$ cat config.mk
export PLATFORM = sky130hd
export DESIGN_NAME = moisture_alert_state_machine_unit
export DESIGN_NICKNAME = d
export VERILOG_FILES = /design/src/sv/mas_pkg.sv /design/src/sv/mas_csr.sv /design/src/sv/moisture_alert_state_machine_unit.sv
export SDC_FILE = /design/constraint.sdc
export NUM_CORES = 1
export LEC_CHECK = 0
export BUFFER_PORTS_ARGS = -buffer_cell sky130_fd_sc_hd__buf_2
export CAP_MARGIN = 10
export CORE_MARGIN = 3
export CORE_UTILIZATION = 35
export DETAILED_ROUTE_END_ITERATION = 16
export PLACE_DENSITY = 0.59
export SLEW_MARGIN = 20
export SYNTH_ARGS = -nofsm -noshare
export SYNTH_HDL_FRONTEND = slang
export SYNTH_SLANG_ARGS = --single-unit
$ cat constraint.sdc
create_clock -name clock -period 4.7 [get_ports clock]
set_input_delay 0.94 -clock clock [delete_from_list [all_inputs] [get_ports clock]]
set_output_delay 0.94 -clock clock [all_outputs]
set_load 0.005 [all_outputs]
$ cat src/sv/mas_pkg.sv
`default_nettype none

package mas_pkg;

   // Field widths
   localparam int TIME_WIDTH   = 32;
   localparam int SAMPLE_WIDTH = 12;
   localparam int HOURS_WIDTH  = 8;
   localparam int INDEX_WIDTH  = 3;

   // Sensor fault bound and time base
   localparam logic [SAMPLE_WIDTH-1:0] FAULT_HIGH  = 12'd4090;
   localparam logic [21:0]             MS_PER_HOUR = 22'd3600000;
   localparam int                      LOCKOUT_PRODUCT_WIDTH = HOURS_WIDTH + 22;

   // Register reset values
   localparam logic [SAMPLE_WIDTH-1:0] DRY_THRESHOLD_RESET   = 12'd1228;
   localparam logic [TIME_WIDTH-1:0]   LOCKOUT_MS_RESET      = 32'd64800000;
   localparam logic [SAMPLE_WIDTH-1:0] JUMP_THRESHOLD_RESET  = 12'd330;
   localparam logic [SAMPLE_WIDTH-1:0] NIGHT_SOLAR_RESET     = 12'd100;
   localparam logic [TIME_WIDTH-1:0]   HAPPY_DURATION_RESET  = 32'd7200000;
   localparam logic [TIME_WIDTH-1:0]   DRY_CONFIRM_RESET     = 32'd21600000;
   localparam logic [TIME_WIDTH-1:0]   NIGHT_CONFIRM_RESET   = 32'd1800000;

   // LED pattern shown while night is confirmed
   localparam logic [1:0] LED_OFF = 2'd0;

   typedef enum logic [1:0] {
      ST_SLEEPING = 2'd0,
      ST_THIRSTY  = 2'd1,
      ST_HAPPY    = 2'd2,
      ST_SICK     = 2'd3
   } plant_state_type;

   typedef enum logic [INDEX_WIDTH-1:0] {
      CSR_DRY_THRESHOLD  = 3'd0,
      CSR_LOCKOUT_HOURS  = 3'd1,
      CSR_JUMP_THRESHOLD = 3'd2,
      CSR_NIGHT_SOLAR    = 3'd3,
      CSR_HAPPY_DURATION = 3'd4,
      CSR_DRY_CONFIRM    = 3'd5,
      CSR_NIGHT_CONFIRM  = 3'd6
   } csr_index_type;

   // Live configuration, lockout already scaled to milliseconds
   typedef struct packed {
      logic [SAMPLE_WIDTH-1:0] dry_threshold;
      logic [TIME_WIDTH-1:0]   lockout_ms;
      logic [SAMPLE_WIDTH-1:0] jump_threshold;
      logic [SAMPLE_WIDTH-1:0] night_solar_threshold;
      logic [TIME_WIDTH-1:0]   happy_hold_ms;
      logic [TIME_WIDTH-1:0]   dry_wait_ms;
      logic [TIME_WIDTH-1:0]   dark_wait_ms;
   } cfg_type;

endpackage

`default_nettype wire

$ cat src/sv/mas_csr.sv
`default_nettype none

module mas_csr import mas_pkg::*; (
   input  wire logic                   clock,
   input  wire logic                   reset,
   input  wire logic                   csr_valid,
   input  wire logic [INDEX_WIDTH-1:0] csr_index,
   input  wire logic [TIME_WIDTH-1:0]  csr_wdata,
   output cfg_type                     cfg
);

   cfg_type                             cfg_ff;
   cfg_type                             cfg_in;
   logic [LOCKOUT_PRODUCT_WIDTH-1:0]    lockout_product;

   // Scale hours to milliseconds once, at write time
   assign lockout_product = LOCKOUT_PRODUCT_WIDTH'(csr_wdata[HOURS_WIDTH-1:0])
                          * LOCKOUT_PRODUCT_WIDTH'(MS_PER_HOUR);

   // Decode the write beat; unknown indexes are dropped
   always_comb begin
      cfg_in = cfg_ff;
      if (csr_valid) begin
         unique case (csr_index_type'(csr_index))
            CSR_DRY_THRESHOLD:  cfg_in.dry_threshold = csr_wdata[SAMPLE_WIDTH-1:0];
            CSR_LOCKOUT_HOURS:  cfg_in.lockout_ms = TIME_WIDTH'(lockout_product);
            CSR_JUMP_THRESHOLD: cfg_in.jump_threshold = csr_wdata[SAMPLE_WIDTH-1:0];
            CSR_NIGHT_SOLAR:    cfg_in.night_solar_threshold = csr_wdata[SAMPLE_WIDTH-1:0];
            CSR_HAPPY_DURATION: cfg_in.happy_hold_ms = csr_wdata;
            CSR_DRY_CONFIRM:    cfg_in.dry_wait_ms = csr_wdata;
            CSR_NIGHT_CONFIRM:  cfg_in.dark_wait_ms = csr_wdata;
            default:            cfg_in = cfg_ff;
         endcase
      end
   end

   always_ff @(posedge clock) begin
      if (reset) begin
         cfg_ff.dry_threshold         <= DRY_THRESHOLD_RESET;
         cfg_ff.lockout_ms            <= LOCKOUT_MS_RESET;
         cfg_ff.jump_threshold        <= JUMP_THRESHOLD_RESET;
         cfg_ff.night_solar_threshold <= NIGHT_SOLAR_RESET;
         cfg_ff.happy_hold_ms         <= HAPPY_DURATION_RESET;
         cfg_ff.dry_wait_ms           <= DRY_CONFIRM_RESET;
         cfg_ff.dark_wait_ms          <= NIGHT_CONFIRM_RESET;
      end else begin
         cfg_ff <= cfg_in;
      end
   end

   assign cfg = cfg_ff;

endmodule

`default_nettype wire

$ cat src/sv/moisture_alert_state_machine_unit.sv
// Plant moisture alert unit.
// Request channel (req_valid/req_ready) carries one sample beat: millisecond
// time, moisture and solar readings. Response channel (rsp_valid/rsp_ready)
// returns exactly one result beat per sample: plant state, night flag, LED
// pattern, watering and sensor fault flags.
// Configuration channel (csr_valid/csr_ready, csr_index, csr_wdata) writes
// the seven registers; csr_ready is always high, unknown indexes are dropped.
// Write registers only while no sample is in flight.
// The request beat is registered in the input register, then the state update
// writes the result register. Throughput: one sample per cycle while the
// receiver does not stall; the state update is a single pass of compares and
// 32-bit subtracts.
// The receiver may stall: the result register holds, the input register
// still takes one more sample, and req_ready drops once both are full.
// Reset restores register defaults, state sleeping, all timers idle. The
// first sample after reset only loads the previous moisture reading; its
// result reports the held state with watered and sensor_fault low.
`default_nettype none

module moisture_alert_state_machine_unit import mas_pkg::*; (
   input  wire logic                    clock,
   input  wire logic                    reset,
   input  wire logic                    req_valid,
   output logic                         req_ready,
   input  wire logic [TIME_WIDTH-1:0]   req_now_ms,
   input  wire logic [SAMPLE_WIDTH-1:0] req_moisture,
   input  wire logic [SAMPLE_WIDTH-1:0] req_solar,
   output logic                         rsp_valid,
   input  wire logic                    rsp_ready,
   output logic [1:0]                   rsp_plant_state,
   output logic                         rsp_night,
   output logic [1:0]                   rsp_led_pattern,
   output logic                         rsp_watered,
   output logic                         rsp_sensor_fault,
   input  wire logic                    csr_valid,
   output logic                         csr_ready,
   input  wire logic [INDEX_WIDTH-1:0]  csr_index,
   input  wire logic [TIME_WIDTH-1:0]   csr_wdata
);

   cfg_type cfg;

   // Input register
   logic                    s1_valid_ff;
   logic [TIME_WIDTH-1:0]   s1_now_ff;
   logic [SAMPLE_WIDTH-1:0] s1_moist_ff;
   logic [SAMPLE_WIDTH-1:0] s1_solar_ff;

   // Plant state
   plant_state_type         state_ff, state_in;
   logic [SAMPLE_WIDTH-1:0] prev_moist_ff;
   logic                    primed_ff, primed_in;
   logic [TIME_WIDTH-1:0]   dry_since_ff, dry_since_in;
   logic                    dry_timing_ff, dry_timing_in;
   logic [TIME_WIDTH-1:0]   happy_since_ff, happy_since_in;
   logic [TIME_WIDTH-1:0]   lockout_end_ff, lockout_end_in;
   logic [TIME_WIDTH-1:0]   dark_since_ff, dark_since_in;
   logic                    dark_timing_ff, dark_timing_in;
   logic                    night_ff, night_in;

   // Result register
   logic                    rsp_valid_ff;
   logic [1:0]              rsp_state_ff;
   logic                    rsp_night_ff;
   logic [1:0]              rsp_led_ff;
   logic                    rsp_watered_ff;
   logic                    rsp_fault_ff;

   logic                    advance;
   logic                    watered;
   logic                    fault;
   logic                    is_dark;
   logic                    is_dry;
   logic                    dark_met;
   logic                    dry_met;
   logic                    happy_met;
   logic                    after_lockout;
   logic [TIME_WIDTH-1:0]   dark_age;
   logic [TIME_WIDTH-1:0]   dry_age;
   logic [TIME_WIDTH-1:0]   happy_age;
   logic [TIME_WIDTH-1:0]   lockout_gap;
   logic [SAMPLE_WIDTH:0]   jump_level;
   logic                    rsp_watered_in;
   logic                    rsp_fault_in;

   mas_csr u_csr (
      .clock     (clock),
      .reset     (reset),
      .csr_valid (csr_valid),
      .csr_index (csr_index),
      .csr_wdata (csr_wdata),
      .cfg       (cfg)
   );

   assign csr_ready = 1'b1;

   // Handshake: step when the result register is free or being drained
   assign advance   = s1_valid_ff && (!rsp_valid_ff || rsp_ready);
   assign req_ready = !s1_valid_ff || advance;

   // Load the input register
   always_ff @(posedge clock) begin
      if (reset) begin
         s1_valid_ff <= 1'b0;
      end else if (req_ready) begin
         s1_valid_ff <= req_valid;
      end
   end

   always_ff @(posedge clock) begin
      if (req_valid && req_ready) begin
         s1_now_ff   <= req_now_ms;
         s1_moist_ff <= req_moisture;
         s1_solar_ff <= req_solar;
      end
   end

   // Sample conditions and wrapped time tests
   assign jump_level  = {1'b0, prev_moist_ff} + {1'b0, cfg.jump_threshold};
   assign watered     = {1'b0, s1_moist_ff} > jump_level;
   assign fault       = (s1_moist_ff == '0) || (s1_moist_ff >= FAULT_HIGH);
   assign is_dark     = s1_solar_ff < cfg.night_solar_threshold;
   assign is_dry      = s1_moist_ff < cfg.dry_threshold;
   assign dark_age    = s1_now_ff - dark_since_ff;
   assign dry_age     = s1_now_ff - dry_since_ff;
   assign happy_age   = s1_now_ff - happy_since_ff;
   assign lockout_gap = s1_now_ff - lockout_end_ff;
   // A timer that starts on this sample has zero age
   assign dark_met    = dark_timing_ff ? (dark_age >= cfg.dark_wait_ms)
                                       : (cfg.dark_wait_ms == '0);
   assign dry_met     = dry_timing_ff ? (dry_age >= cfg.dry_wait_ms)
                                      : (cfg.dry_wait_ms == '0);
   assign happy_met   = happy_age >= cfg.happy_hold_ms;
   assign after_lockout = (lockout_gap != '0) && !lockout_gap[TIME_WIDTH-1];

   // Next state and result fields
   always_comb begin
      state_in       = state_ff;
      primed_in      = 1'b1;
      dry_since_in   = dry_since_ff;
      dry_timing_in  = dry_timing_ff;
      happy_since_in = happy_since_ff;
      lockout_end_in = lockout_end_ff;
      dark_since_in  = dark_since_ff;
      dark_timing_in = dark_timing_ff;
      night_in       = night_ff;
      rsp_watered_in = 1'b0;
      rsp_fault_in   = 1'b0;

      if (primed_ff) begin
         rsp_watered_in = watered;
         rsp_fault_in   = fault;

         // Darkness timer and night flag
         if (is_dark) begin
            if (!dark_timing_ff) begin
               dark_since_in = s1_now_ff;
            end
            dark_timing_in = 1'b1;
            night_in       = night_ff || dark_met;
         end else begin
            dark_timing_in = 1'b0;
            night_in       = 1'b0;
         end

         // Plant state, by priority
         if (fault) begin
            state_in = ST_SICK;
         end else if (watered && after_lockout) begin
            state_in       = ST_HAPPY;
            happy_since_in = s1_now_ff;
            lockout_end_in = s1_now_ff + cfg.lockout_ms;
            dry_timing_in  = 1'b0;
         end else if (state_ff == ST_HAPPY) begin
            if (happy_met) begin
               state_in = ST_SLEEPING;
            end
         end else if (is_dry) begin
            if (!dry_timing_ff) begin
               dry_since_in = s1_now_ff;
            end
            dry_timing_in = 1'b1;
            if (dry_met && after_lockout) begin
               state_in = ST_THIRSTY;
            end
         end else begin
            dry_timing_in = 1'b0;
            unique case (state_ff)
               ST_THIRSTY: state_in = ST_SLEEPING;
               default:    state_in = state_ff;
            endcase
         end
      end
   end

   // Commit state on each step
   always_ff @(posedge clock) begin
      if (reset) begin
         state_ff       <= ST_SLEEPING;
         prev_moist_ff  <= '0;
         primed_ff      <= 1'b0;
         dry_since_ff   <= '0;
         dry_timing_ff  <= 1'b0;
         happy_since_ff <= '0;
         lockout_end_ff <= '0;
         dark_since_ff  <= '0;
         dark_timing_ff <= 1'b0;
         night_ff       <= 1'b0;
      end else if (advance) begin
         state_ff       <= state_in;
         prev_moist_ff  <= s1_moist_ff;
         primed_ff      <= primed_in;
         dry_since_ff   <= dry_since_in;
         dry_timing_ff  <= dry_timing_in;
         happy_since_ff <= happy_since_in;
         lockout_end_ff <= lockout_end_in;
         dark_since_ff  <= dark_since_in;
         dark_timing_ff <= dark_timing_in;
         night_ff       <= night_in;
      end
   end

   // Result register
   always_ff @(posedge clock) begin
      if (reset) begin
         rsp_valid_ff <= 1'b0;
      end else if (advance) begin
         rsp_valid_ff <= 1'b1;
      end else if (rsp_ready) begin
         rsp_valid_ff <= 1'b0;
      end
   end

   always_ff @(posedge clock) begin
      if (advance) begin
         rsp_state_ff   <= state_in;
         rsp_night_ff   <= night_in;
         rsp_led_ff     <= night_in ? LED_OFF : state_in;
         rsp_watered_ff <= rsp_watered_in;
         rsp_fault_ff   <= rsp_fault_in;
      end
   end

   assign rsp_valid        = rsp_valid_ff;
   assign rsp_plant_state  = rsp_state_ff;
   assign rsp_night        = rsp_night_ff;
   assign rsp_led_pattern  = rsp_led_ff;
   assign rsp_watered      = rsp_watered_ff;
   assign rsp_sensor_fault = rsp_fault_ff;

   // A fault result always reports sick
   a_fault_sick: assert property (@(posedge clock) disable iff (reset)
      rsp_valid && rsp_sensor_fault |-> rsp_plant_state == ST_SICK)
      else $error("fault result without sick state");

   // Night blanks the LED
   a_night_led: assert property (@(posedge clock) disable iff (reset)
      rsp_valid && rsp_night |-> rsp_led_pattern == LED_OFF)
      else $error("LED lit during night");

   // Entering happy needs a watering jump
   a_happy_cause: assert property (@(posedge clock) disable iff (reset)
      advance && state_in == ST_HAPPY && state_ff != ST_HAPPY |-> rsp_watered_in)
      else $error("happy entered without watering");

   // Once primed, stays primed until reset
   a_primed_holds: assert property (@(posedge clock) disable iff (reset)
      primed_ff |=> primed_ff)
      else $error("primed flag dropped");

   // A held input sample is not overwritten
   a_s1_hold: assert property (@(posedge clock) disable iff (reset)
      s1_valid_ff && !advance |=> s1_valid_ff && $stable(s1_now_ff))
      else $error("input register overwritten while stalled");

endmodule

`default_nettype wire

==> results of run 1 <==
==> through the flow <==
step / setup WS, ps / instances / hold WS [ps] / util, %
after floorplan: -126.5 / 3144 / 435.4 / -
after global placement: -783.1 / 4420 / 441.9 / 40.51
after detailed placement: -899.2 / 4420 / 448.6 / 40.51
after CTS: -403.4 / 4515 / 457.5 / 43.17
after global routing: -664.4 / 4525 / 466.6 / 43.60
final: -513.6 / 4525 / 453.3 / 43.60
==> final cells by class <==
class                           instances  area (um2)
Timing Repair Buffer                  439        3153
Clock buffer                           58        1267
Inverter                              346        1299
Multi-Input combinational cell       2329       17450
Clock inverter                         25       312.8
Tap cell                              969        1212
Fill cell                            7443       42060
Sequential cell                       359        7818
==> repair_timing <==
item | 4_1_cts | 5_1_grt
endpoints found under the setup margin | 23 | 101
setup buffers | 13 | 11
pin swaps | 41 | 61
resized for setup | 72 | 51
==> final timing paths <==
path            startpoint                 end  slack, ps  cells past startpoint
max           s1_now_ff[1]  rsp_led_pattern[1]       -510                     25
min          u_csr.cfg[68]       u_csr.cfg[68]        450                      2
min reg2reg  u_csr.cfg[68]       u_csr.cfg[68]        450                      2
max reg2reg   s1_now_ff[1]  rsp_led_pattern[1]       -510                     25
==> registers in the layout, indices dropped and copies added (netlist names), 2 cells and up <==
| register | count |
|---|---|
| dark_since_ff | 32 |
| dry_since_ff | 32 |
| happy_since_ff | 32 |
| lockout_end_ff | 25 |
| prev_moist_ff | 12 |
| rsp_led_pattern | 2 |
| rsp_plant_state | 2 |
| s1_moist_ff | 12 |
| s1_now_ff | 32 |
| s1_solar_ff | 12 |
| state_ff | 2 |
| u_csr.cfg | 155 |
==> synthesized netlist by cell type (49+ instances only) <==
library cell | number | area, um2
a21o_1 | 87 | 653.1
xnor2_1 | 96 | 840.8
clkbuf_1 | 88 | 330.3
inv_1 | 345 | 1295
mux2i_1 | 95 | 950.9
nand2b_1 | 120 | 750.7
nand2_1 | 351 | 1318
dfxtp_1 | 296 | 5926
edfxtp_1 | 63 | 1892
nor2_1 | 172 | 645.6
ha_1 | 330 | 4129
nand4_1 | 49 | 306.5
a21oi_1 | 308 | 1541
o21ai_0 | 102 | 510.5
==> critical path, stage by stage, from the launching register on <==
cell and delay [ps]:
edfxtp_1 400, buf_6 140, buf_6 130, fa_2 380, a21o_1 220, a221oi_2 330
o21ba_4 250, o221ai_4 110, and3_4 200, o31a_1 320, buf_4 160, o21a_1 180
a21oi_2 140, xnor2_1 70, ha_1 180, a21o_1 170, a21o_1 160, a21o_1 160
a21oi_1 140, nor2b_1 60, o211ai_1 210, a31oi_1 120, a41o_1 280, nor2_4 200
nor4_4 50, nor4_1 260
==> power breakdown <==
group	switching (W)	internal, W	leakage, nW
registers	0.0000844	0.00323	3.01
logic	0.00187	0.00174	9.86
clock network	0.00152	0.00220	0.763
==> routing by layer <==
metal / share of wire (%) / track usage, %
met1: 46 / 27.58
met2: 47 / 35.38
met3: 4.4 / 2.155
met4: 2.6 / 5.479
met5: 0 / 0
==> cell usage in the layout, fill, tap and decap left out, types with 45 or more instances in the layout <==
master	netlist	routed
nand2_1	351	351
inv_1	345	341
buf_4	4	323
ha_1	330	320
dfxtp_1	296	296
a21oi_1	308	281
nor2_1	172	166
nand2b_1	120	120
buf_2	6	102
xnor2_1	96	96
mux2i_1	95	95
a21o_1	87	87
o21ai_0	102	84
edfxtp_1	63	63
nand4_1	49	49
clkbuf_16	0	47
xor2_1	45	45
==> kinds of logic after synthesis <==
family | Yosys count
and+or+nand+nor | 937
AOI/OAI and AO/OA | 770
buffers and inverters | 456
adders and majority gates | 376
DFF | 359
xor gates and xnor gates | 141
muxes | 104
other | 1
==> flow_metrics.py, run 1 <==
metrics = {
    "clocking": {
        "htree_num_levels": 2,
        "cts-root-buf": "clkbuf_16",
        "cts_sinks": 359,
        "cts_hold_buf": 0,
        "cts_tree": "built",
        "cts_buffers": 45,
        "path_clk_slew_ps": 60,
        "insertion_delay_ps": 610,
        "clockBufferDepth": 3,
    },
    "worst_setup_path": {
        "setup.worst_path.end_class": "register",
        "worstPathRequired_ps": 5130,
        "cp.arrival_ps": 5640,
        "cp-start-kind": "register",
        "critPathKind": "reg -> reg",
        "critPathMaxFanout": 6,
    },
    "synthesis": {
        "synth-main-ff-cell": "dfxtp_1",
        "yosys.area_share.xor_xnor_pct": 4.680,
        "synthDistinctLibCells": 79,
        "synth_compound_area_share_pct": 18.66,
        "synth_top_family_by_area": "adder cells",
        "synthCells": 3144,
        "ys_warn_count": 0,
        "synth_edf_count": 63,
        "synth_area_mm2": 0.02639,
        "synth_fa_ha_area_share_pct": 19.14,
        "syn_nets": 3616,
        "synthArstFlopShare_pct": 0,
        "synth-simple-area-share_pct": 17.16,
        "syn_avg_cell_area_um2": 8.393,
        "synth_mux_area_share_pct": 3.987,
        "ys_ff_latch": 359,
        "synth-seq-area-share_pct": 29.62,
    },
    "timing": {
        "finalCritPeriodShare_pct": 110.9,
        "tightest_slew_ps": 980.4,
        "setup-violations-final": 8,
        "skew_ps": 40.67,
        "period_minus_slack_ps": 5214,
        "rsz0062_at_grt": "yes",
        "hold_viol": 0,
        "slew_violations": 0,
        "worst_slack_ps": -513.6,
        "tns_ps": -2101,
        "fmax_mhz": 191.8,
        "slew_headroom_pct": 34.04,
    },
    "layout": {
        "design_area_mm2": 0.03251,
        "n_antenna_cell": 0,
        "syn_to_final_growth_pct": 23.21,
        "nets": 3992,
        "drive_above_1_share_pct": 17.91,
    },
    "power_and_ir_drop": {
        "post-layout-total-power_w": 0.01064,
        "powerDensity_mw_per_mm2": 327.3,
        "vdd_ir_drop_max_mv": 0.2652,
        "leakagePower_nw": 13.63,
    },
    "detailed_routing": {
        "dr.first_iter.drc_count": 1478,
        "route.detailed.wl_per_inst_um": 18.41,
        "ant_nets": 0,
        "drt-pass1-iter-count": 5,
        "vias_per_cell": 5.175,
        "num_vias": 23420,
        "drc": 0,
        "wl_mm": 83.30,
    },
    "global_routing": {
        "grt_pass1_wl_mm": 127.3,
        "grt_usage_pct": 20.61,
        "grt_antenna_before_repair": 1,
        "grt_max_degree": 139,
        "grt_pass1_vias": 22290,
        "grt_overflow": 0,
    },
    "run_status": {
        "status": "finished with violations",
        "violations": "setup timing",
    },
    "die": {
        "rows": 100,
        "start_util_pct": 35.39,
        "die_w_um": 280.6,
        "pin_count": 106,
        "core_area_mm2": 0.07457,
        "die_h_um": 280.6,
        "die_area_mm2": 0.07873,
    },
    "place": {
        "gp_congestion": 0.9216,
        "post-dp-hpwl_mm": 63.65,
        "io_buffer_count": 104,
        "placed_cell_area_mm2": 0.03021,
    },
    "run": {
        "cap_violations": 0,
    },
    "worst_hold_path": {
        "hp-class": "reg -> reg",
    },
}
Power figures use the tool's default switching activity.
==> run 2, diff against run 1 <==
--- a/config.mk
+++ b/config.mk
@@ -11,6 +11,7 @@
 export CORE_UTILIZATION = 35
 export DETAILED_ROUTE_END_ITERATION = 16
 export PLACE_DENSITY = 0.59
+export REMOVE_ABC_BUFFERS = 1
 export SLEW_MARGIN = 20
 export SYNTH_ARGS = -nofsm -noshare
 export SYNTH_HDL_FRONTEND = slang
==> run 2 against run 1 <==
Flip-flop and latch count did not move. Critical path depth fell by 1. Hold slack improved by 2.7 ps. Power is 1.2% higher. Global-route usage is essentially flat. Clock skew fell by 16 ps. Combinational power rose by 3%. Critical path type unchanged. Final area grew 0.46%. Count of clock-buffer cells in the layout down 5. The flow still finishes with violations (setup timing). Die area is the same. Via count is 0.35% higher. Non-clock buffer count is 13 higher.
==> flow_metrics.py, run 2 (synthesis gave the netlist of run 1 again) <==
metrics = {
    "die": {
        "pin_count": 106,
        "rows": 100,
        "die_w_um": 280.6,
        "die_h_um": 280.6,
        "die_area_mm2": 0.07873,
        "core_area_mm2": 0.07457,
        "start_util_pct": 35.39,
    },
    "timing": {
        "fmax_mhz": 190.7,
        "slew_headroom_pct": 24.13,
        "slew_violations": 0,
        "finalCritPeriodShare_pct": 111.6,
        "rsz0062_at_grt": "yes",
        "skew_ps": 24.62,
        "hold_viol": 0,
        "worst_slack_ps": -544.6,
        "tightest_slew_ps": 1128,
        "period_minus_slack_ps": 5245,
        "timing.hold.ws_ps": 456.0,
        "setup-violations-final": 8,
    },
    "global_routing": {
        "grt_pass1_wl_mm": 128.3,
        "grt_pass1_vias": 22770,
        "grt_usage_pct": 20.65,
        "grt_overflow": 0,
        "grt_max_degree": 128,
        "grt_antenna_before_repair": 4,
    },
    "detailed_routing": {
        "drt-pass1-iter-count": 5,
        "route.detailed.wl_per_inst_um": 18.23,
        "ant_nets": 0,
        "vias_per_cell": 5.179,
        "dr.first_iter.drc_count": 1225,
        "drc": 0,
        "wl_mm": 82.73,
        "num_vias": 23500,
    },
    "layout": {
        "stdcell_count": 4537,
        "syn_to_final_growth_pct": 23.78,
        "nets": 4004,
        "final_cell_mix": "nand2_1, inv_1, buf_4, ha_1, dfxtp_1",
        "fin_util_pct": 43.80,
        "layout_commonest_cell": "nand2_1",
        "n_antenna_cell": 0,
        "n_fill_cell": 7455,
        "drive_above_1_share_pct": 18.33,
        "largest_register_ffs": 155,
    },
    "worst_setup_path": {
        "setup.worst_path.end_class": "register",
        "cp-start-kind": "register",
        "critPathMaxFanout": 3,
        "critPathKind": "reg -> reg",
        "cp.arrival_ps": 5590,
        "r2r_slack_ps": -540,
        "worstPathRequired_ps": 5040,
        "reg2reg_depth": 24,
    },
    "power_and_ir_drop": {
        "leakagePower_nw": 13.73,
        "powerDensity_mw_per_mm2": 329.6,
        "vdd_ir_drop_max_mv": 0.2787,
    },
    "worst_hold_path": {
        "hold_depth": 2,
        "hp-class": "reg -> reg",
    },
    "clocking": {
        "htree_num_levels": 2,
        "cts_buffers": 44,
        "cts-root-buf": "clkbuf_16",
        "insertion_delay_ps": 610,
        "path_clk_slew_ps": 60,
        "clockBufferDepth": 3,
        "cts_sinks": 359,
        "cts_tree": "built",
    },
    "place": {
        "placedCellCount": 4414,
        "post-dp-hpwl_mm": 64.10,
        "gp_congestion": 0.9129,
        "io_buffer_count": 104,
    },
    "run": {
        "cap_violations": 0,
    },
    "run_status": {
        "violations": "setup timing",
        "status": "finished with violations",
    },
}
==> run 2: cell count changes in the layout (fill, tap and decap cells not counted), moves of 4 or more <==
cell and change:
buf_12 +5, buf_6 +4, buf_4 +6, inv_2 +5
clkinv_1 +5, inv_1 -5, o21ai_1 -4
==> run 2: where the power goes <==
group | leakage (nW) | total (W) | internal [W] | switching, W
clock network | 0.758 | 0.00373 | 0.00224 | 0.00148
logic | 9.96 | 0.00372 | 0.00181 | 0.00191
registers | 3.01 | 0.00332 | 0.00323 | 0.0000910
==> run 2: final cells by class <==
| type | instances | area, um2 | area share, % |
|---|---|---|---|
| well taps | 969 | 1212 | 3.712 |
| multi-input cells | 2329 | 17440 | 53.39 |
| clock inverters | 29 | 404.1 | 1.237 |
| clock buffers | 53 | 1175 | 3.597 |
| inverters | 346 | 1299 | 3.976 |
| repair buffers | 452 | 3318 | 10.16 |
| flip-flops and latches | 359 | 7818 | 23.93 |
==> run 2: worst max-delay path: stages, from the launching register on <==
cell and delay (ps):
edfxtp_1 400, inv_2 100, ha_4 140, inv_2 40, fa_2 390, a21o_1 220
a221oi_4 300, o21ba_4 200, o221ai_4 130, and3_4 200, o31a_1 300, o211ai_1 260
a31oi_1 140, a21oi_1 190, o21bai_1 90, xor2_1 160, ha_1 300, nand4_1 160
nor4_4 330, o21ai_1 120, a2111oi_2 220, buf_4 180, nor2_4 50, nor4_4 250
nor3_2 80
==> run 2: metal layers <==
layer | global-route usage [%] | vias up | part of all wire [%]
met2 | 34.80 | 487 | 47
met5 | 0 | - | 0.060
met3 | 2.846 | 137 | 4.5
met1 | 27.49 | 11110 | 46
li1 | - | 11760 | -
met4 | 6.149 | 8 | 3.1
==> run 2: final timing paths <==
path             startpoint                  to
min reg2reg  u_csr.cfg[137]      u_csr.cfg[137]
min          u_csr.cfg[137]      u_csr.cfg[137]
max            s1_now_ff[0]  rsp_plant_state[1]
max reg2reg    s1_now_ff[0]  rsp_plant_state[1]
==> run 2: stage by stage <==
| stage | worst slack (ps) | power [W] | area, um2 | setup TNS [ps] |
|---|---|---|---|---|
| after floorplan | -1011 | 0.005431 | 25910 | -59970 |
| after global placement | -1174 | 0.006728 | 30110 | -12270 |
| after detailed placement | -1248 | 0.006749 | 30120 | -13210 |
| after CTS | -442.2 | 0.01059 | 32200 | -2951 |
| after global routing | -765.7 | 0.01144 | 32670 | -5080 |
| final | -544.6 | 0.01077 | 32670 | -2940 |
==> run 2: timing repair <==
item | in CTS | in global routing
cloned | 0 | 0
hold endpoints to repair | 0 | 0
buffers inserted | 29 | 15
pin swaps | 60 | 61
setup endpoints to repair | 11 | 99
resized for setup | 74 | 83
hold buffers | 0 | 0
